<file path="src/sensor_frame_crc_check_convert_defines.svh">
// ----------------------------------------------------------------------------
// Assertion macros for the sensor frame CRC check and convert block
// Concurrent assertion wrappers, compiled out when ASSERT_OFF is set.
// ----------------------------------------------------------------------------
`ifndef SENSOR_FRAME_CRC_CHECK_CONVERT_DEFINES_SVH
`define SENSOR_FRAME_CRC_CHECK_CONVERT_DEFINES_SVH

`ifndef ASSERT_OFF
// checked outside reset
`define SFCC_ASSERT(lbl, clk, rst_n, prop, msg) \
  lbl: assert property (@(posedge clk) disable iff (!rst_n) prop) else $error(msg);
// checked at every edge
`define SFCC_ASSERT_ALWAYS(lbl, clk, prop, msg) \
  lbl: assert property (@(posedge clk) prop) else $error(msg);
`else
`define SFCC_ASSERT(lbl, clk, rst_n, prop, msg)
`define SFCC_ASSERT_ALWAYS(lbl, clk, prop, msg)
`endif

`endif

</file>
<file path="src/sfcc_pkg.sv">
// ----------------------------------------------------------------------------
// sfcc_pkg
// Shared types, constants and the CRC-8 byte step for the frame converter.
// ----------------------------------------------------------------------------
package sfcc_pkg;

  localparam int unsigned CFG_IDX_W = 8;
  localparam int unsigned Q_DEPTH   = 2;
  localparam int unsigned Q_PTR_W   = (Q_DEPTH > 1) ? $clog2(Q_DEPTH) : 1;
  localparam int unsigned Q_CNT_W   = $clog2(Q_DEPTH + 1);

  localparam logic [2:0] FRAME_BYTES = 3'd6;
  localparam logic [2:0] CRC_POS_T   = 3'd2;
  localparam logic [2:0] CRC_POS_H   = 3'd5;
  localparam logic [7:0] CRC_INIT    = 8'hFF;
  localparam logic [7:0] CRC_POLY    = 8'h31;

  // Q8 spans: 175 * 256 and 100 * 256, offset 45 * 256
  localparam logic [15:0]        TEMP_SPAN  = 16'd44800;
  localparam logic [15:0]        HUM_SPAN   = 16'd25600;
  localparam logic [31:0]        RAW_HALF   = 32'd32767;
  localparam logic [16:0]        RAW_FULL   = 17'd65535;
  localparam logic signed [16:0] TEMP_BASE  = 17'sd11520;
  localparam logic signed [33:0] CAL_ROUND  = 34'sd8192;
  localparam int unsigned        CAL_SHIFT  = 14;
  localparam logic [15:0]        GAIN_ONE   = 16'd16384;

  typedef enum logic [CFG_IDX_W-1:0] {
    REG_TEMP_GAIN   = 8'd0,
    REG_TEMP_OFFSET = 8'd1,
    REG_HUM_GAIN    = 8'd2,
    REG_HUM_OFFSET  = 8'd3
  } sfcc_reg_t;

  typedef struct packed {
    logic [15:0]        temp_gain;
    logic signed [15:0] temp_offset;
    logic [15:0]        hum_gain;
    logic signed [15:0] hum_offset;
  } sfcc_cfg_t;

  typedef struct packed {
    logic [15:0] temp_word;
    logic [15:0] hum_word;
    logic        ok;
  } sfcc_frame_t;

  typedef struct packed {
    logic full;
    logic empty;
  } sfcc_q_stat_t;

  typedef enum logic [2:0] {
    BS_IDLE,
    BS_MUL,
    BS_DIV,
    BS_GAIN,
    BS_DONE
  } sfcc_bst_t;

  // CRC-8, MSB first, no reflection
  function automatic logic [7:0] crc_step(input logic [7:0] crc, input logic [7:0] b);
    logic [7:0] c;
    c = crc ^ b;
    for (int i = 0; i < 8; i++) begin
      c = c[7] ? ({c[6:0], 1'b0} ^ CRC_POLY) : {c[6:0], 1'b0};
    end
    return c;
  endfunction

endpackage

</file>
<file path="src/sfcc_if.sv">
// ----------------------------------------------------------------------------
// sfcc channel interfaces
// Valid/ready channels for sensor bytes, results and register writes.
// ----------------------------------------------------------------------------
interface sfcc_in_if;
  logic       valid;
  logic       ready;
  logic [7:0] rx_byte;
  logic       frame_end;
  modport source(output valid, rx_byte, frame_end, input ready);
  modport sink(input valid, rx_byte, frame_end, output ready);
endinterface

interface sfcc_out_if;
  logic               valid;
  logic               ready;
  logic signed [15:0] temperature_q8;
  logic signed [15:0] humidity_q8;
  logic               frame_ok;
  modport source(output valid, temperature_q8, humidity_q8, frame_ok, input ready);
  modport sink(input valid, temperature_q8, humidity_q8, frame_ok, output ready);
endinterface

interface sfcc_cfg_if;
  import sfcc_pkg::*;
  logic                 valid;
  logic                 ready;
  logic [CFG_IDX_W-1:0] index;
  logic [15:0]          data;
  modport source(output valid, index, data, input ready);
  modport sink(input valid, index, data, output ready);
endinterface

</file>
<file path="src/sensor_frame_crc_check_convert.sv">
// ----------------------------------------------------------------------------
// sensor_frame_crc_check_convert
// Checks a six-byte humidity/temperature sensor frame and converts it to Q8.
// ----------------------------------------------------------------------------
// Usage:
//   in_ch  : one sensor byte per item (rx_byte, frame_end). A frame is
//            temp hi, temp lo, CRC, hum hi, hum lo, CRC (CRC-8 poly 0x31,
//            init 0xFF per word). frame_end on an earlier byte ends it short.
//   out_ch : one item per frame: temperature_q8, humidity_q8 (signed Q8,
//            calibrated, saturated) and frame_ok. Short frame or CRC error
//            gives zeros with frame_ok low.
//   cfg_ch : register writes, index 0..3 = temp_gain, temp_offset, hum_gain,
//            hum_offset; other indexes are dropped. Always ready.
// Throughput: one byte per cycle into the front while the queue is not full;
//   the back converter takes one frame at a time through queue pop, multiply,
//   divide-by-65535, gain multiply, round and saturate. Short frames sent
//   back to back outpace it, and in_ch.ready then drops.
// Reset: frame state cleared, gains 1.0, offsets 0, queue and output empty.
// Stall: the output register holds while out_ch.ready is low; frames build
//   up in a 2-deep queue, then in_ch.ready drops until space frees up.
// ----------------------------------------------------------------------------
`include "sensor_frame_crc_check_convert_defines.svh"

module sensor_frame_crc_check_convert (
  input  logic       clk,
  input  logic       rst_n,
  sfcc_in_if.sink    in_ch,
  sfcc_out_if.source out_ch,
  sfcc_cfg_if.sink   cfg_ch
);
  import sfcc_pkg::*;

  sfcc_cfg_t    cfg_r, cfg_nxt;
  sfcc_q_stat_t q_stat;
  sfcc_frame_t  q_push_data;
  sfcc_frame_t  q_head;
  logic         q_push;
  logic         q_pop;

  // register file: writes land in the next cycle, never stalled
  assign cfg_ch.ready = 1'b1;

  always_comb begin
    cfg_nxt = cfg_r;
    if (cfg_ch.valid) begin
      case (cfg_ch.index)
        REG_TEMP_GAIN:   cfg_nxt.temp_gain   = cfg_ch.data;
        REG_TEMP_OFFSET: cfg_nxt.temp_offset = signed'(cfg_ch.data);
        REG_HUM_GAIN:    cfg_nxt.hum_gain    = cfg_ch.data;
        REG_HUM_OFFSET:  cfg_nxt.hum_offset  = signed'(cfg_ch.data);
        default:         cfg_nxt = cfg_r;
      endcase
    end
  end

  always_ff @(posedge clk) begin
    if (!rst_n) begin
      cfg_r.temp_gain   <= GAIN_ONE;
      cfg_r.temp_offset <= '0;
      cfg_r.hum_gain    <= GAIN_ONE;
      cfg_r.hum_offset  <= '0;
    end else begin
      cfg_r <= cfg_nxt;
    end
  end

  // front: byte tracking and CRC checks
  sfcc_front u_front (
    .clk    (clk),
    .rst_n  (rst_n),
    .in_ch  (in_ch),
    .q_stat (q_stat),
    .q_push (q_push),
    .q_data (q_push_data)
  );

  // frame queue decouples byte intake from conversion
  sfcc_queue u_queue (
    .clk       (clk),
    .rst_n     (rst_n),
    .push      (q_push),
    .push_data (q_push_data),
    .pop       (q_pop),
    .head      (q_head),
    .stat      (q_stat)
  );

  // back: conversion and output register
  sfcc_back u_back (
    .clk    (clk),
    .rst_n  (rst_n),
    .cfg    (cfg_r),
    .q_stat (q_stat),
    .q_head (q_head),
    .q_pop  (q_pop),
    .out_ch (out_ch)
  );

  // a completed frame must always find room in the queue
  `SFCC_ASSERT(a_push_room, clk, rst_n, q_push |-> !q_stat.full, "frame pushed into full queue")
  // the converter only starts on a queued frame
  `SFCC_ASSERT(a_pop_data, clk, rst_n, q_pop |-> !q_stat.empty, "pop from empty queue")
  // failed frames carry zero readings
  `SFCC_ASSERT(a_fail_zero, clk, rst_n,
    (out_ch.valid && !out_ch.frame_ok) |->
      (out_ch.temperature_q8 == 16'sd0 && out_ch.humidity_q8 == 16'sd0),
    "failed frame with nonzero reading")

endmodule

</file>
<file path="src/sfcc_front.sv">
// ----------------------------------------------------------------------------
// sfcc_front
// Byte assembler: tracks frame position, checks both CRCs, queues frames.
// ----------------------------------------------------------------------------
module sfcc_front (
  input  logic                 clk,
  input  logic                 rst_n,
  sfcc_in_if.sink              in_ch,
  input  sfcc_pkg::sfcc_q_stat_t q_stat,
  output logic                 q_push,
  output sfcc_pkg::sfcc_frame_t  q_data
);
  import sfcc_pkg::*;

  logic [2:0]  pos_r,  pos_nxt;
  logic [7:0]  crc_r,  crc_nxt;
  logic [15:0] tw_r,   tw_nxt;
  logic [15:0] hw_r,   hw_nxt;
  logic        good_r, good_nxt;

  logic        take;
  logic        is_crc;
  logic [2:0]  pos_inc;
  logic        frame_done;

  assign in_ch.ready = !q_stat.full;
  assign take        = in_ch.valid && in_ch.ready;
  assign is_crc      = (pos_r == CRC_POS_T) || (pos_r == CRC_POS_H);
  assign pos_inc     = pos_r + 3'd1;
  assign frame_done  = (pos_inc == FRAME_BYTES) || in_ch.frame_end;

  always_comb begin
    pos_nxt  = pos_r;
    crc_nxt  = crc_r;
    tw_nxt   = tw_r;
    hw_nxt   = hw_r;
    good_nxt = good_r;
    q_push   = 1'b0;
    q_data   = '0;
    if (take) begin
      if (is_crc) begin
        if (crc_r != in_ch.rx_byte) begin
          good_nxt = 1'b0;
        end
        crc_nxt = CRC_INIT;
      end else begin
        crc_nxt = crc_step(crc_r, in_ch.rx_byte);
        if (pos_r < CRC_POS_T) begin
          tw_nxt = {tw_r[7:0], in_ch.rx_byte};
        end else begin
          hw_nxt = {hw_r[7:0], in_ch.rx_byte};
        end
      end
      pos_nxt = pos_inc;
      if (frame_done) begin
        q_push         = 1'b1;
        q_data.temp_word = tw_nxt;
        q_data.hum_word  = hw_nxt;
        q_data.ok        = (pos_inc == FRAME_BYTES) && good_nxt;
        pos_nxt  = '0;
        crc_nxt  = CRC_INIT;
        tw_nxt   = '0;
        hw_nxt   = '0;
        good_nxt = 1'b1;
      end
    end
  end

  always_ff @(posedge clk) begin
    if (!rst_n) begin
      pos_r  <= '0;
      crc_r  <= CRC_INIT;
      tw_r   <= '0;
      hw_r   <= '0;
      good_r <= 1'b1;
    end else begin
      pos_r  <= pos_nxt;
      crc_r  <= crc_nxt;
      tw_r   <= tw_nxt;
      hw_r   <= hw_nxt;
      good_r <= good_nxt;
    end
  end

endmodule

</file>
<file path="src/sfcc_queue.sv">
// ----------------------------------------------------------------------------
// sfcc_queue
// Short register queue of assembled frames between front and back.
// ----------------------------------------------------------------------------
module sfcc_queue (
  input  logic                   clk,
  input  logic                   rst_n,
  input  logic                   push,
  input  sfcc_pkg::sfcc_frame_t  push_data,
  input  logic                   pop,
  output sfcc_pkg::sfcc_frame_t  head,
  output sfcc_pkg::sfcc_q_stat_t stat
);
  import sfcc_pkg::*;

  sfcc_frame_t        mem_r [Q_DEPTH];
  logic [Q_PTR_W-1:0] wp_r, wp_nxt;
  logic [Q_PTR_W-1:0] rp_r, rp_nxt;
  logic [Q_CNT_W-1:0] cnt_r, cnt_nxt;
  logic               do_push, do_pop;

  assign stat.full  = (cnt_r == Q_CNT_W'(Q_DEPTH));
  assign stat.empty = (cnt_r == '0);
  assign do_push    = push && !stat.full;
  assign do_pop     = pop && !stat.empty;
  assign head       = mem_r[rp_r];

  always_comb begin
    wp_nxt  = wp_r;
    rp_nxt  = rp_r;
    cnt_nxt = cnt_r;
    if (do_push) begin
      wp_nxt = (wp_r == Q_PTR_W'(Q_DEPTH - 1)) ? '0 : wp_r + Q_PTR_W'(1);
    end
    if (do_pop) begin
      rp_nxt = (rp_r == Q_PTR_W'(Q_DEPTH - 1)) ? '0 : rp_r + Q_PTR_W'(1);
    end
    if (do_push && !do_pop) begin
      cnt_nxt = cnt_r + Q_CNT_W'(1);
    end else if (do_pop && !do_push) begin
      cnt_nxt = cnt_r - Q_CNT_W'(1);
    end
  end

  always_ff @(posedge clk) begin
    if (do_push) begin
      mem_r[wp_r] <= push_data;
    end
  end

  always_ff @(posedge clk) begin
    if (!rst_n) begin
      wp_r  <= '0;
      rp_r  <= '0;
      cnt_r <= '0;
    end else begin
      wp_r  <= wp_nxt;
      rp_r  <= rp_nxt;
      cnt_r <= cnt_nxt;
    end
  end

endmodule

</file>
<file path="src/sfcc_back.sv">
// ----------------------------------------------------------------------------
// sfcc_back
// Conversion sequencer: raw words to calibrated Q8 readings, output register.
// ----------------------------------------------------------------------------
module sfcc_back (
  input  logic                   clk,
  input  logic                   rst_n,
  input  sfcc_pkg::sfcc_cfg_t    cfg,
  input  sfcc_pkg::sfcc_q_stat_t q_stat,
  input  sfcc_pkg::sfcc_frame_t  q_head,
  output logic                   q_pop,
  sfcc_out_if.source             out_ch
);
  import sfcc_pkg::*;

  sfcc_bst_t          state_r, state_nxt;
  sfcc_frame_t        ent_r;
  logic [31:0]        xt_r, xh_r;
  logic signed [16:0] vt_r, vh_r;
  logic signed [33:0] pt_r, ph_r;
  logic               ovalid_r, ovalid_nxt;
  logic signed [15:0] otemp_r, ohum_r;
  logic               ook_r;

  logic               ld_mul, ld_div, ld_gain, ld_out;
  logic [16:0]        qt, qh;
  logic signed [15:0] cal_t, cal_h;

  // floor(x / 65535) with x = a*2^16 + b: a + (a + b >= 65535), exact here
  function automatic logic [16:0] div_full(input logic [31:0] x);
    logic [16:0] s;
    s = {1'b0, x[31:16]} + {1'b0, x[15:0]};
    return {1'b0, x[31:16]} + ((s >= RAW_FULL) ? 17'd1 : 17'd0);
  endfunction

  // round half up by 2^14, add offset, saturate to 16 bits
  function automatic logic signed [15:0] cal_sat(input logic signed [33:0] p,
                                                 input logic signed [15:0] off);
    logic signed [33:0] rnd;
    logic signed [20:0] sum;
    rnd = (p + CAL_ROUND) >>> CAL_SHIFT;
    sum = 21'(signed'(rnd[19:0])) + 21'(off);
    if (sum > 21'sd32767) begin
      return 16'sh7FFF;
    end else if (sum < -21'sd32768) begin
      return 16'sh8000;
    end else begin
      return sum[15:0];
    end
  endfunction

  // next state
  always_comb begin
    state_nxt = state_r;
    case (state_r)
      BS_IDLE: begin
        if (!q_stat.empty) begin
          state_nxt = BS_MUL;
        end
      end
      BS_MUL:  state_nxt = BS_DIV;
      BS_DIV:  state_nxt = BS_GAIN;
      BS_GAIN: state_nxt = BS_DONE;
      BS_DONE: begin
        if (!ovalid_r || out_ch.ready) begin
          state_nxt = BS_IDLE;
        end
      end
      default: state_nxt = BS_IDLE;
    endcase
  end

  // per-state controls
  always_comb begin
    q_pop   = 1'b0;
    ld_mul  = 1'b0;
    ld_div  = 1'b0;
    ld_gain = 1'b0;
    ld_out  = 1'b0;
    case (state_r)
      BS_IDLE: q_pop   = !q_stat.empty;
      BS_MUL:  ld_mul  = 1'b1;
      BS_DIV:  ld_div  = 1'b1;
      BS_GAIN: ld_gain = 1'b1;
      BS_DONE: ld_out  = !ovalid_r || out_ch.ready;
      default: q_pop   = 1'b0;
    endcase
  end

  assign qt    = div_full(xt_r);
  assign qh    = div_full(xh_r);
  assign cal_t = cal_sat(pt_r, cfg.temp_offset);
  assign cal_h = cal_sat(ph_r, cfg.hum_offset);

  always_comb begin
    ovalid_nxt = ovalid_r;
    if (ld_out) begin
      ovalid_nxt = 1'b1;
    end else if (out_ch.ready) begin
      ovalid_nxt = 1'b0;
    end
  end

  always_ff @(posedge clk) begin
    if (q_pop) begin
      ent_r <= q_head;
    end
    if (ld_mul) begin
      xt_r <= 32'(ent_r.temp_word) * 32'(TEMP_SPAN) + RAW_HALF;
      xh_r <= 32'(ent_r.hum_word) * 32'(HUM_SPAN) + RAW_HALF;
    end
    if (ld_div) begin
      vt_r <= signed'(qt) - TEMP_BASE;
      vh_r <= signed'(qh);
    end
    if (ld_gain) begin
      pt_r <= 34'(vt_r) * 34'(signed'({1'b0, cfg.temp_gain}));
      ph_r <= 34'(vh_r) * 34'(signed'({1'b0, cfg.hum_gain}));
    end
    if (ld_out) begin
      otemp_r <= ent_r.ok ? cal_t : '0;
      ohum_r  <= ent_r.ok ? cal_h : '0;
      ook_r   <= ent_r.ok;
    end
  end

  always_ff @(posedge clk) begin
    if (!rst_n) begin
      state_r  <= BS_IDLE;
      ovalid_r <= 1'b0;
    end else begin
      state_r  <= state_nxt;
      ovalid_r <= ovalid_nxt;
    end
  end

  assign out_ch.valid          = ovalid_r;
  assign out_ch.temperature_q8 = otemp_r;
  assign out_ch.humidity_q8    = ohum_r;
  assign out_ch.frame_ok       = ook_r;

endmodule

</file>
<file path="src/flat_wrapper.sv">
// flat-port wrapper written by rule: the top's interface ports become plain ports
module sensor_frame_crc_check_convert_flat import sfcc_pkg::*;
  (clk, rst_n, in_ch_valid, in_ch_rx_byte, in_ch_frame_end, in_ch_ready, out_ch_valid, out_ch_temperature_q8, out_ch_humidity_q8, out_ch_frame_ok, out_ch_ready, cfg_ch_valid, cfg_ch_index, cfg_ch_data, cfg_ch_ready);
  sfcc_in_if in_ch_i ();
  sfcc_out_if out_ch_i ();
  sfcc_cfg_if cfg_ch_i ();
  input  logic clk;
  input  logic rst_n;
  input wire logic [$bits(in_ch_i.valid)-1:0] in_ch_valid;
  input wire logic [$bits(in_ch_i.rx_byte)-1:0] in_ch_rx_byte;
  input wire logic [$bits(in_ch_i.frame_end)-1:0] in_ch_frame_end;
  output wire logic [$bits(in_ch_i.ready)-1:0] in_ch_ready;
  output wire logic [$bits(out_ch_i.valid)-1:0] out_ch_valid;
  output wire logic [$bits(out_ch_i.temperature_q8)-1:0] out_ch_temperature_q8;
  output wire logic [$bits(out_ch_i.humidity_q8)-1:0] out_ch_humidity_q8;
  output wire logic [$bits(out_ch_i.frame_ok)-1:0] out_ch_frame_ok;
  input wire logic [$bits(out_ch_i.ready)-1:0] out_ch_ready;
  input wire logic [$bits(cfg_ch_i.valid)-1:0] cfg_ch_valid;
  input wire logic [$bits(cfg_ch_i.index)-1:0] cfg_ch_index;
  input wire logic [$bits(cfg_ch_i.data)-1:0] cfg_ch_data;
  output wire logic [$bits(cfg_ch_i.ready)-1:0] cfg_ch_ready;
  assign in_ch_i.valid = in_ch_valid;
  assign in_ch_i.rx_byte = in_ch_rx_byte;
  assign in_ch_i.frame_end = in_ch_frame_end;
  assign in_ch_ready = in_ch_i.ready;
  assign out_ch_valid = out_ch_i.valid;
  assign out_ch_temperature_q8 = out_ch_i.temperature_q8;
  assign out_ch_humidity_q8 = out_ch_i.humidity_q8;
  assign out_ch_frame_ok = out_ch_i.frame_ok;
  assign out_ch_i.ready = out_ch_ready;
  assign cfg_ch_i.valid = cfg_ch_valid;
  assign cfg_ch_i.index = cfg_ch_index;
  assign cfg_ch_i.data = cfg_ch_data;
  assign cfg_ch_ready = cfg_ch_i.ready;
  sensor_frame_crc_check_convert u_core (.clk(clk), .rst_n(rst_n), .in_ch(in_ch_i), .out_ch(out_ch_i), .cfg_ch(cfg_ch_i));
endmodule
</file>
<file path="config.mk">
export PLATFORM = sky130hd
export DESIGN_NAME = sensor_frame_crc_check_convert_flat
export DESIGN_NICKNAME = d
export VERILOG_FILES = /design/src/sfcc_pkg.sv /design/src/sfcc_if.sv /design/src/sensor_frame_crc_check_convert.sv /design/src/sfcc_front.sv /design/src/sfcc_queue.sv /design/src/sfcc_back.sv /design/src/flat_wrapper.sv
export VERILOG_INCLUDE_DIRS = /design/src /design/src/src
export SDC_FILE = /design/constraint.sdc
export NUM_CORES = 2
export LEC_CHECK = 0
export BUFFER_PORTS_ARGS = -buffer_cell sky130_fd_sc_hd__buf_2
export CELL_PAD_IN_SITES_DETAIL_PLACEMENT = 0
export CELL_PAD_IN_SITES_GLOBAL_PLACEMENT = 1
export CORE_UTILIZATION = 53
export CTS_BUF_LIST = sky130_fd_sc_hd__clkbuf_4 sky130_fd_sc_hd__clkbuf_8
export CTS_CLUSTER_DIAMETER = 30
export DETAILED_ROUTE_END_ITERATION = 6
export GPL_TIMING_DRIVEN = 0
export PLACE_DENSITY_LB_ADDON = 0.1
export SETUP_SLACK_MARGIN = 0.2
export SYNTH_ARGS = -nofsm -noshare
export SYNTH_HDL_FRONTEND = slang
export SYNTH_SLANG_ARGS = --single-unit
</file>
<file path="constraint.sdc">
create_clock -name clk -period 9.2 [get_ports clk]
set_input_delay 1.38 -clock clk [delete_from_list [all_inputs] [get_ports clk]]
set_output_delay 1.38 -clock clk [all_outputs]
set_load 0.02 [all_outputs]
</file>
==> flow_summary.json <==
{
  "critPathLaunchType": "flop",
  "period_minus_slack_ps": 7968,
  "synth_most_common_cell": "inv_1",
  "final_core_util": 0.5886,
  "cp-end-kind": "flop",
  "gp_congestion": 0.8897,
  "htree_levels": 3,
  "ir_drop_mv": 0.6442,
  "worstPathMaxFanout": 10,
  "hold_ws_ps": 455.4,
  "synthTopCellsByArea": "fa_1, edfxtp_1, ha_1, inv_1, dfxtp_1",
  "vias": 29480,
  "postCtsHoldBufs": 0,
  "grt_setup_unrepaired": "false",
  "synth_cell_type_count": 86,
  "tightest_slew_ps": 1314,
  "clk_pin_slew_ps": 50,
  "die_x_microns": 286.1,
  "synthTopCellsByCount": "inv_1, fa_1, nand2_1",
  "setup_violations": 0,
  "final.setup.tns_ps": 0,
  "async_flop_share": 0,
  "drive_gt1_frac": 0.06513,
  "dpl_cell_area_sq_um": 44610,
  "layout.cells.non_filler": 5644,
  "rows": 103,
  "ys.flop_type": "edfxtp_1",
  "dieArea_sq_um": 81860,
  "die_y_microns": 286.1,
  "fin_crit_sh": 0.8660,
  "grt.total_usage": 0.2501,
  "grt_pass1_vias": 30520,
  "wirelength_microns": 98310,
  "synth.avg_cell_area_sq_um": 9.821,
  "crit_type": "reg -> reg",
  "timing.fmax_ghz": 0.1255,
  "cts-resized-gates": 0,
  "initial_core_util": 0.5389,
  "clock_latency_ps": 700,
  "relSlewSlack": 0.1157,
  "final_area_sq_um": 46720,
  "syn-num-nets": 5376,
  "io_buffers": 70,
  "wl_per_cell_microns": 17.42,
  "dp_hpwl_microns": 80500,
  "first_pass_iters": 7,
  "status": "finished clean",
  "grt_overflow_total": 0,
  "yosysSeqAreaShare": 0.2326,
  "arrival_ps": 8400,
  "ant_nets": 0,
  "postSynthCellCount": 4356,
  "nNetsFinal": 5542,
  "fp.coreArea_sq_um": 79390,
  "syn-cell-area_sq_um": 42780,
  "drv_slew": 0,
  "fillCellCount": 7105,
  "yosysWarnings": 0,
  "clockRootBuffer": "clkbuf_8",
  "numCtsBuffers": 84,
  "fin_skew_ps": 43.85,
  "synth.largest_area_cell": "fa_1",
  "drtIter0Drc": 1430,
  "grt_start_max_net_pins": 37,
  "synth_edf_count": 254,
  "cts_setup_buffers": 0,
  "dp.cells": 5486,
  "cts_tree": "done",
  "multiInputGateArea_sq_um": 29190,
  "powerDensity_nw_per_um2": 391.7,
  "synth-seq-cells": 370,
  "antenna_found_initial": 5,
  "regArea_sq_um": 9950,
  "hp-class": "reg -> reg",
  "pin_count": 74,
  "synthToLayoutAreaGrowth_pct": 9.216,
  "p_leak_nw": 21.60,
  "yosysTopAreaCellShare": 0.2901,
  "drc_errors": 0,
  "hold_viol": 0,
  "grt_pass1_wl_microns": 160800,
  "clock_sinks": 370,
  "vias_per_cell": 5.224,
  "required_ps": 9630,
  "max_cap_violations": 0,
  "cts_buffer_depth": 3
}
[registers in the layout, indices dropped and copies added (netlist names), 17 cells and up]
| signal | count |
|---|---|
| u_core.u_back.ph_r | 21 |
| u_core.u_back.xh_r | 22 |
| u_core.u_back.ent_r | 33 |
| u_core.u_back.vt_r | 17 |
| u_core.u_queue.mem_r | 66 |
| u_core.u_back.pt_r | 21 |
| u_core.cfg_r | 64 |
| u_core.u_back.vh_r | 17 |
| u_core.u_back.xt_r | 24 |
[cells by family after synthesis]
kind of cell	count (synthesis)	share of synthesized area
mux	71	0.01758
other cells	1	0.00008766
xor+xnor	250	0.05118
flops	370	0.2326
fa+ha+maj	982	0.3960
compound gates	479	0.07680
simple gates	1230	0.1401
buf+inv	973	0.08566
[critical path, stage by stage (launching register included)]
cell	delay (ps)
dfxtp_1	300
clkbuf_1	570
clkbuf_1	520
nand2_1	160
fa_1	530
inv_1	50
fa_1	490
inv_1	50
fa_1	540
inv_1	60
fa_1	450
fa_1	490
inv_1	50
fa_1	480
inv_1	70
ha_1	350
nand4_1	170
a211o_1	300
o211ai_1	670
o221ai_1	400
nor3_1	440
o211a_1	300
a311oi_1	140
xnor2_1	140
[power by group]
part           total (mW)  internal (mW)  leakage, nW  switching [mW]
combinational        13.0           5.35         17.3            7.62
sequential           3.05           2.70         3.28           0.351
clock                2.28           1.44         1.05           0.835
[placed cells by master, fill, tap and decap left out, drive strengths merged, types with 40 or more instances in the layout]
cell	count
ha	362
clkbuf	245
a21o	56
a21boi	50
nor2	117
inv	827
nand2	558
dfxtp	116
fa	620
a21oi	124
o21ai	56
buf	85
nor2b	78
nand3	59
xor2	88
and3	41
nor3	40
xnor2	162
and2	231
edfxtp	254
[stage by stage]
stage	worst slack [ps]	total power [mW]
global placement	1244	16.04
floorplan	2795	13.45
finish	1232	18.30
global route	816.5	20.21
CTS	1244	18.51
detailed placement	1222	16.13
[layer usage]
metal | share of wire | vias up | track usage
met2 | 0.45 | 677 | 0.3973
met1 | 0.47 | 14460 | 0.3560
met4 | 0.021 | 2 | 0.06430
met3 | 0.055 | 134 | 0.04229
met5 | 0.00013 | - | 0
li1 | - | 14210 | -
[path summary, 6_finish.rpt]
path | from | end | slack (ps) | cells after the start
setup / recovery | u_core.cfg_r[25] | u_core.u_back.ph_r[33] | 1230 | 23
hold / removal | u_core.cfg_r[44] | u_core.cfg_r[44] | 460 | 2
setup reg to reg | u_core.cfg_r[25] | u_core.u_back.ph_r[33] | 1230 | 23
hold reg to reg | u_core.cfg_r[44] | u_core.cfg_r[44] | 460 | 2
[layout make-up]
type / count / share of cell area
Inverter: 822 / 0.06604
Tap cell: 1050 / 0.02812
Multi-Input combinational cell: 3013 / 0.6248
Timing Repair Buffer: 80 / 0.01047
Clock buffer: 99 / 0.02769
Sequential cell: 370 / 0.2129
Clock inverter: 56 / 0.01735
Antenna cell: 3 / 0.0001607
Buffer: 151 / 0.01240
(Power assumes the default switching activity.)
